File: src/design/orbp_pkg.sv
// Package for the overwrite ring buffer with peek.
// Holds the operation codes, field widths and the result status struct.
// No dependencies.
`default_nettype none

package orbp_pkg;

  localparam int OP_W   = 2;
  localparam int BYTE_W = 8;
  localparam int AMT_W  = 12;
  localparam int FILL_W = 12;

  typedef enum logic [OP_W-1:0] {
    OP_APPEND = 2'd0,
    OP_PEEK   = 2'd1,
    OP_SKIP   = 2'd2,
    OP_CLEAR  = 2'd3
  } op_t;

  // status of one result word, apart from the byte read from the store
  typedef struct packed {
    logic              peek_hit;
    logic              out_of_range;
    logic              dropped_oldest;
    logic [FILL_W-1:0] fill_level;
    logic [FILL_W-1:0] free_space;
  } res_meta_t;

endpackage

`default_nettype wire

File: src/design/orbp_ctrl.sv
// Pointer unit: holds read/write pointers, decodes each accepted word,
// drives the store port and builds the result status. Depends on orbp_pkg.
`default_nettype none

module orbp_ctrl #(
  parameter int DEPTH = 4096,
  parameter int PW    = 12
) (
  input  wire logic                        clk,
  input  wire logic                        rst_n,
  input  wire logic                        accept,
  input  wire logic [orbp_pkg::OP_W-1:0]   op,
  input  wire logic [orbp_pkg::BYTE_W-1:0] byte_in,
  input  wire logic [orbp_pkg::AMT_W-1:0]  amount,
  output logic                             mem_we,
  output logic                             mem_re,
  output logic      [PW-1:0]               mem_addr,
  output logic      [orbp_pkg::BYTE_W-1:0] mem_wdata,
  output orbp_pkg::res_meta_t              meta
);

  localparam int MW = (PW > orbp_pkg::AMT_W) ? PW
                    : ((orbp_pkg::AMT_W > orbp_pkg::FILL_W) ? orbp_pkg::AMT_W
                                                            : orbp_pkg::FILL_W);
  localparam logic [PW-1:0] DEPTH_P = PW'(DEPTH);
  localparam logic [PW:0]   DEPTH_W = (PW+1)'(DEPTH);
  localparam logic [PW-1:0] LAST    = PW'(DEPTH - 1);

  logic [PW-1:0] rp_r, rp_nxt;
  logic [PW-1:0] wp_r, wp_nxt;

  logic [PW-1:0] held;
  logic [MW-1:0] held_m, amt_m;
  logic [PW-1:0] wp_inc, rp_inc;
  logic [PW-1:0] skip_n, off;
  logic [PW:0]   sum, sum_adj;
  logic [PW-1:0] rp_add;
  logic [PW-1:0] fill, free;
  logic [MW-1:0] fill_m, free_m;
  orbp_pkg::op_t op_e;

  // distance modulo DEPTH, computed modulo 2^PW; true value is below DEPTH
  assign held   = wp_r - rp_r + ((wp_r < rp_r) ? DEPTH_P : '0);
  assign held_m = MW'(held);
  assign amt_m  = MW'(amount);
  assign wp_inc = (wp_r == LAST) ? '0 : wp_r + 1'b1;
  assign rp_inc = (rp_r == LAST) ? '0 : rp_r + 1'b1;
  assign skip_n = (amt_m > held_m) ? held : amt_m[PW-1:0];
  assign op_e   = orbp_pkg::op_t'(op);
  assign off    = (op_e == orbp_pkg::OP_PEEK) ? amt_m[PW-1:0] : skip_n;
  // offset is below DEPTH, so one conditional subtract wraps the sum
  assign sum     = {1'b0, rp_r} + {1'b0, off};
  assign sum_adj = sum - DEPTH_W;
  assign rp_add  = (sum >= DEPTH_W) ? sum_adj[PW-1:0] : sum[PW-1:0];

  always_comb begin
    rp_nxt              = rp_r;
    wp_nxt              = wp_r;
    mem_we              = 1'b0;
    mem_re              = 1'b0;
    mem_addr            = wp_r;
    fill                = held;
    meta.peek_hit       = 1'b0;
    meta.out_of_range   = 1'b0;
    meta.dropped_oldest = 1'b0;
    case (op_e)
      orbp_pkg::OP_APPEND: begin
        mem_we = accept;
        wp_nxt = wp_inc;
        if (wp_inc == rp_r) begin
          rp_nxt              = rp_inc;
          meta.dropped_oldest = 1'b1;
        end else begin
          fill = held + 1'b1;
        end
      end
      orbp_pkg::OP_PEEK: begin
        if (amt_m >= held_m) begin
          meta.out_of_range = 1'b1;
        end else begin
          meta.peek_hit = 1'b1;
          mem_re        = accept;
          mem_addr      = rp_add;
        end
      end
      orbp_pkg::OP_SKIP: begin
        rp_nxt = rp_add;
        fill   = held - skip_n;
      end
      orbp_pkg::OP_CLEAR: begin
        rp_nxt = '0;
        wp_nxt = '0;
        fill   = '0;
      end
      default: begin
        fill = held;
      end
    endcase
    free            = LAST - fill;
    fill_m          = MW'(fill);
    free_m          = MW'(free);
    meta.fill_level = fill_m[orbp_pkg::FILL_W-1:0];
    meta.free_space = free_m[orbp_pkg::FILL_W-1:0];
  end

  assign mem_wdata = byte_in;

  always_ff @(posedge clk) begin
    if (!rst_n) begin
      rp_r <= '0;
      wp_r <= '0;
    end else if (accept) begin
      rp_r <= rp_nxt;
      wp_r <= wp_nxt;
    end
  end

endmodule

`default_nettype wire
File: config.mk
export PLATFORM = sky130hd
export DESIGN_NAME = orbp_ctrl
export DESIGN_NICKNAME = d
export VERILOG_FILES = /design/src/design/orbp_pkg.sv /design/src/design/orbp_ctrl.sv
export SDC_FILE = /design/constraint.sdc
export NUM_CORES = 1
export LEC_CHECK = 0
export BUFFER_PORTS_ARGS = -buffer_cell sky130_fd_sc_hd__buf_2
export CORE_ASPECT_RATIO = 0.9
export CORE_MARGIN = 4
export CORE_UTILIZATION = 37
export CTS_BUF_LIST = sky130_fd_sc_hd__clkbuf_4
export DETAILED_ROUTE_END_ITERATION = 6
export PLACE_DENSITY_LB_ADDON = 0.05
export SYNTH_ARGS = -nofsm -noshare
export SYNTH_HDL_FRONTEND = slang
export SYNTH_SLANG_ARGS = --single-unit
export TNS_END_PERCENT = 100
File: constraint.sdc
create_clock -name clk -period 7.7 [get_ports clk]
set_input_delay 0.77 -clock clk [delete_from_list [all_inputs] [get_ports clk]]
set_output_delay 0.77 -clock clk [all_outputs]
set_load 0.02 [all_outputs]
==> results by group, run 1 <==
Status
  • Outcome: finished, final reports clean

Finish
  • Share of cells above drive strength 1: 22.28%
  • Fillers: 1,310
  • N_diodes: 0
  • Synth-to-Final Area Change: 17.59%
  • Nets: 808

Setup path
  • R2R Setup Slk: 1080 ps
  • Cell mode on critical path: ha_1
  • Critical Path Max Stage Delay: 410 ps
  • Worst Setup Path Type: reg -> out
  • Critical path launch point type: flop
  • Critical Path Slowest Stage Cell: dfxtp_4
  • Endpoint class of the critical path: output pin
  • Critical path fanouts, max: 5
  • R2R depth: 29
  • WP data arrival: between 6000 and 7000 ps
  • Critical R2R Capture: rp_r[11]
  • R2R Path Start: rp_r[1]
  • Critical Path RT: 6930 ps

Timing
  • Skew final: 13.89 ps
  • Top achievable clock speed: 134.2 MHz
  • Final setup fails: 0
  • Setup TNS: 0 ps
  • Slew @ Worst Pin: 972.1 ps
  • Final hold viol count: 0
  • Final WS setup: 248.6 ps
  • Fin crit period: around 7500 ps
  • Final period util: between 90 and 100%
  • Max_slew headroom: 35.20%
  • Max-slew violation count: 0

Clocking
  • CTS sink cnt: 24
  • CTS root buf: clkbuf_4
  • Worst-skew pair later-pin latency: roughly 340 ps
  • H-tree levels: 1
  • Hold_buf cts: 0
  • CTS max path bufs: 2
  • Clock slew seen by the registers of the worst setup and hold paths: 140 ps
  • Num CTS Buffers: 3
  • CTS tree: built

Placement
  • Routability congestion estimate: a little over 0.9
  • Port Buf Inserts: 57
  • Post-DP HPWL: 12,820 um
  • Place WS: between 150 and 200 ps

Power and ir drop
  • Cell leakage power: 2.416 nW
  • Fraction of power spent switching nets: 52.43%
  • PwrDens: 253.6 mW/mm^2
  • Sequential fraction of design power: 9.8%
  • Worst VDD drop: 110.0 uV
  • Clk pwr share: 4.4%
  • NetSw: 0.7375 mW
  • Pint: 0.6693 mW
  • Combinational share of power: between 80% and 90%

Die
  • Starting Density: 38.45%
  • DIE AREA: 0.01462 mm^2
  • FP Rows: 38
  • Core Region: 0.01227 mm^2
  • Io pins: 74
  • Die Y-Extent: 115.1 um
  • Die X: 127.0 um

Global route
  • Largest net degree at the start of global routing: 34
  • First-pass GRT wire length: 25,230 um
  • Initial antenna violation count: 0
  • Overflow after GRT: 0
  • Vias in the first global route: 4,685
  • Tot GR Track Use: between 20% and 30%

Synthesis
  • Seq/Total Area, Yosys: between 10% and 20%
  • Distinct cells, synth: 72
  • Ys Warns: 0
  • Ys flop type: dfxtp_1
  • Ys async rst share: 0%
  • Post-Syn Instances: 661
  • Syn Nets: 740
  • Syn Std Cell Area: about 0.0047 mm^2
  • Number of synthesized flops with an enable pin: 0
  • Syn avg cell area: 7.136 um^2
  • Register bit total from synthesis: 24

Flow run
  • Max-Cap Viols: 0

Detailed routing
  • M1 WL: approximately 8400 um
  • DRT Pass-1 Iters: 5
  • Vias per inst: 5.834
  • Drt wl/cell: 18.44 um
  • Via Count: approximately 5,200
  • Drt drc: 0
  • Final antenna-violating net count: 0
  • Drt total wl: about 16,000 um
  • DR WL met2: 6968 um
  • Highest routed metal layer: met4
  • Met3 wire length: 909 um
  • DR iter-0 viols: 276

Min path
  • Hold path depth: 2
  • WHS Endpoint: rp_r[5]
  • Worst Min Path Start: rp_r[5]
  • Min-Delay Path Class: reg -> reg
logic make-up (layout without fill, tap and decap cells):
family,count (synthesis),in the layout,synth area share [%]
simple gates,228,228,24.67
fa+ha+maj,56,56,15.23
flops,24,24,10.19
mux,18,18,4.164
compound gates,213,213,30.11
xor+xnor,41,41,8.223
buf+inv,81,147,7.427
routing by layer:
layer / vias up / track usage, %
met3: 8 / 3.298
met5: - / 0
met4: 0 / 1.787
met2: 128 / 31.81
li1: 2560 / -
met1: 2479 / 32.82
cells in the final DEF (no fill, tap or decap), types with 5 or more instances in the layout:
cell type	instances
a211oi_1	5
a21o_1	11
inv_1	44
xor2_1	10
nand2b_1	5
o21a_1	8
nand4_1	11
a31oi_1	9
a22oi_1	6
nor2_1	49
mux2_2	13
o31ai_1	6
buf_2	58
a21oi_1	43
a21oi_2	8
buf_4	37
and3_1	8
or3_1	7
ha_1	50
xnor2_1	27
or2_2	7
nand2_1	53
and2_1	10
o211ai_1	7
dfxtp_1	20
nand3_1	19
nor2b_1	13
nor3_1	24
a21boi_0	7
o21ai_0	45
cells in the mapped netlist, types with 11 or more instances:
cell      number  area [um^2]
nand2_1       53        198.9
ha_1          51        638.1
a21oi_1       50        250.2
o21ai_0       50        250.2
nor2_1        49        183.9
inv_1         46        172.7
xnor2_1       29        254.0
nor3_1        25        125.1
dfxtp_1       24        480.5
clkbuf_1      19        71.32
nand3_1       19        95.09
mux2_2        13        146.4
nor2b_1       13        81.33
a21o_1        11        82.58
nand4_1       11        68.82
metrics by stage:
step           util (%)  total power, mW  area (um^2)  hold WS (ps)  instances
6_report          45.22            1.407         5547         529.4        887
3_3_place_gp      42.23            1.183         5180         540.4        862
5_1_grt           45.22            1.523         5547         583.7        887
3_5_place_dp      42.23            1.189         5180         543.2        862
2_1_floorplan         -           0.9188         4717         490.6        661
4_1_cts           42.75            1.273         5244         560.8        866
cell type report:
type,count,area (um^2),share of cell area (%)
Timing Repair Buffer,98,624.3,11.26
Tap cell,160,200.2,3.609
Clock buffer,3,22.52,0.4060
Sequential cell,24,488.0,8.798
Inverter,46,176.4,3.181
Multi-Input combinational cell,556,4035,72.75
state kept, by name (all words and copies together) (netlist names):
signal / count
rp_r: 12
wp_r: 12
worst max-delay path by stage:
stage	startpoint	endpoint	slack (ps)	depth (start not counted)
after floorplan	rp_r[0]	mem_addr[11]	610	27
after global placement	rp_r[1]	mem_addr[11]	270	27
after detailed placement	rp_r[1]	mem_addr[10]	160	29
after CTS	rp_r[1]	mem_addr[11]	2	27
after global routing	rp_r[1]	mem_addr[11]	-60	29
final	rp_r[1]	mem_addr[11]	250	27
what timing repair did:
| item | CTS | global route |
|---|---|---|
| gates resized for setup | 12 | 32 |
| pin swaps | 2 | 20 |
| setup buffers | 1 | 18 |
| cloned | 0 | 3 |
| endpoints found under the setup margin | 8 | 19 |
worst max-delay path, delay by kind of cell (launching register included):
kind	cells	cell delay, ps
and+or+nand+nor	4	660
xor gates and xnor gates	2	360
DFF	1	410
muxes	2	570
adders and majority gates	4	1140
AOI/OAI and AO/OA	11	2730
buffers and inverters	4	450
power by group through the flow:
stage | combinational (mW) | clock, mW | sequential, mW
2_1_floorplan | 0.781 | 0 | 0.138
3_3_place_gp | 1.04 | 0 | 0.140
3_5_place_dp | 1.05 | 0 | 0.140
4_1_cts | 1.07 | 0.0662 | 0.138
5_1_grt | 1.31 | 0.0699 | 0.139
6_report | 1.21 | 0.0623 | 0.138
No activity file was read; power rests on OpenSTA's default activity.
==> run 2: changes to the inputs <==
--- a/config.mk
+++ b/config.mk
@@ -6,6 +6,8 @@
 export NUM_CORES = 1
 export LEC_CHECK = 0
 export BUFFER_PORTS_ARGS = -buffer_cell sky130_fd_sc_hd__buf_2
+export CELL_PAD_IN_SITES_DETAIL_PLACEMENT = 1
+export CELL_PAD_IN_SITES_GLOBAL_PLACEMENT = 1
 export CORE_ASPECT_RATIO = 0.9
 export CORE_MARGIN = 4
 export CORE_UTILIZATION = 37
==> results by group, run 2 (synthesis results as in run 1) <==
Placement
  • Post-DP HPWL: 13,960 um (+8.9%)
  • Routability congestion estimate: 0.9863 (+6.5%)
  • Port Buf Inserts: 57 (unchanged)

Detailed routing
  • DRT Pass-1 Iters: 4 (-1)
  • DR iter-0 viols: 333 (+21%)
  • Drt total wl: 17,600 um (+7.6%)
  • Via Count: 5,276 (+2.0%)
  • Drt drc: 0 (unchanged)
  • Final antenna-violating net count: 0 (unchanged)
  • Drt wl/cell: 19.93 um (+8.1%)
  • Vias per inst: 5.975 (+2.4%)

Clocking
  • CTS tree: built
  • Worst-skew pair later-pin latency: 360 ps (+20 ps)
  • CTS sink cnt: 24 (unchanged)
  • Clock slew seen by the registers of the worst setup and hold paths: 140 ps (about the same)
  • CTS max path bufs: 2 (unchanged)
  • CTS root buf: clkbuf_4
  • H-tree levels: 1 (unchanged)
  • Hold_buf cts: 0 (unchanged)
  • Num CTS Buffers: 3 (unchanged)

Power and ir drop
  • PwrDens: 251.0 mW/mm^2 (-1.0%)
  • Cell leakage power: 2.377 nW (-1.6%)
  • Worst VDD drop: 134.1 uV (+22%)

Global route
  • Vias in the first global route: 5,181 (+11%)
  • First-pass GRT wire length: 27,810 um (+10%)
  • Tot GR Track Use: 23.36% (+2.2 points)
  • Overflow after GRT: 0 (unchanged)
  • Largest net degree at the start of global routing: 33 (-2.9%)
  • Initial antenna violation count: 0 (unchanged)

Setup path
  • Critical Path Max Stage Delay: 410 ps (about the same)
  • Cell mode on critical path: a21oi_2
  • Critical path fanouts, max: 7 (+2)
  • Critical path launch point type: flop
  • WP data arrival: 6640 ps (-40 ps)
  • Worst Setup Path Type: reg -> out
  • Endpoint class of the critical path: output pin
  • Critical Path Slowest Stage Cell: dfxtp_4
  • Critical Path RT: 6930 ps (about the same)

Finish
  • Core Util, Final: 44.80% (-0.42 points)
  • N_diodes: 0 (unchanged)
  • Fillers: 1,594 (+22%)
  • Commonest cells after routing, fill and taps aside: buf_2 (56), nand2_1 (52), nor2_1 (49), ha_1 (48)
  • Biggest regs: rp_r (12), wp_r (12)
  • Nets: 803 (-0.62%)
  • Share of cells above drive strength 1: 22.13% (-0.15 points)
  • Commonest non-fill, non-tap cell in the layout: buf_2
  • Synth-to-Final Area Change: 16.50%

Die
  • Starting Density: 38.45% (unchanged)
  • DIE AREA: 0.01462 mm^2 (unchanged)
  • Die Y-Extent: 115.1 um (unchanged)
  • FP Rows: 38 (unchanged)
  • Core Region: 0.01227 mm^2 (unchanged)
  • Die X: 127.0 um (unchanged)
  • Io pins: 74 (unchanged)

Timing
  • Fin crit period: 7410 ps (-41.77 ps)
  • Skew final: 19.24 ps (+5.356 ps)
  • Final hold viol count: 0 (unchanged)
  • Top achievable clock speed: 135.0 MHz (+0.56%)
  • Final setup fails: 0 (unchanged)
  • Setup TNS: 0 ps (unchanged)
  • Max_slew headroom: 31.83% (-3.4 points)
  • Slew @ Worst Pin: 1023 ps (+50.49 ps)
  • Final period util: 96.23% (-0.54 points)
  • Max-slew violation count: 0 (unchanged)

Min path
  • Min-Delay Path Class: reg -> reg

Status
  • Outcome: finished, final reports clean

Flow run
  • Max-Cap Viols: 0 (unchanged)
==> run 2: final cells by class <==
type	instances	area (um^2)	share of cell area, %
tap	160	200.2	3.643
inverter	46	175.2	3.188
clock buffer	3	22.52	0.4098
clock inverter	1	3.754	0.06831
multi-input combinational	556	4028	73.29
timing repair buffer	93	570.5	10.38
sequential	24	495.5	9.016
==> run 2: layer usage <==
layer	wire (um)	global-route usage, %	vias to the layer above
met3	779	3.112	26
met2	7527	36.74	122
met5	0	0	-
met1	8948	34.63	2582
li1	-	-	2546
met4	341	3.717	0
==> run 2: critical path, delay by kind of cell, from the launching register on <==
kind | cells | cell delay, ps
adders and majority gates | 5 | 1530
buffers and inverters | 4 | 530
muxes | 1 | 290
DFF | 1 | 410
and+or+nand+nor | 3 | 600
AOI/OAI and AO/OA | 15 | 2910
==> run 2: repair_timing <==
action	in CTS	in global routing
pin swaps	0	16
buffers inserted	6	11
gates resized for setup	9	40
endpoints found under the setup margin	8	18
==> run 2: worst paths after layout <==
check	start	end	slack, ps	cells after the start
max	rp_r[1]	meta[10]	290	28
min reg2reg	rp_r[5]	rp_r[5]	530	2
min	rp_r[5]	rp_r[5]	530	2
max reg2reg	rp_r[1]	rp_r[11]	650	35
==> run 2: stage by stage <==
| step | power [mW] | hold WS, ps | setup WS [ps] | cells | area, um^2 |
|---|---|---|---|---|---|
| final | 1.379 | 533.4 | 290.4 | 883 | 5495 |
| after global routing | 1.508 | 563.8 | -66.08 | 883 | 5495 |
| after CTS | 1.295 | 565.3 | -33.13 | 872 | 5258 |
| after detailed placement | 1.205 | 544.5 | 171.4 | 862 | 5167 |
| after global placement | 1.182 | 531.1 | 419.7 | 862 | 5167 |
| after floorplan | 0.9188 | 490.6 | 609.6 | 661 | 4717 |
==> run 2: report_power, final <==
| group | total [mW] | switching, mW | internal, mW |
|---|---|---|---|
| registers | 0.139 | 0.0100 | 0.129 |
| clock network | 0.0674 | 0.0482 | 0.0192 |
| logic | 1.17 | 0.683 | 0.489 |
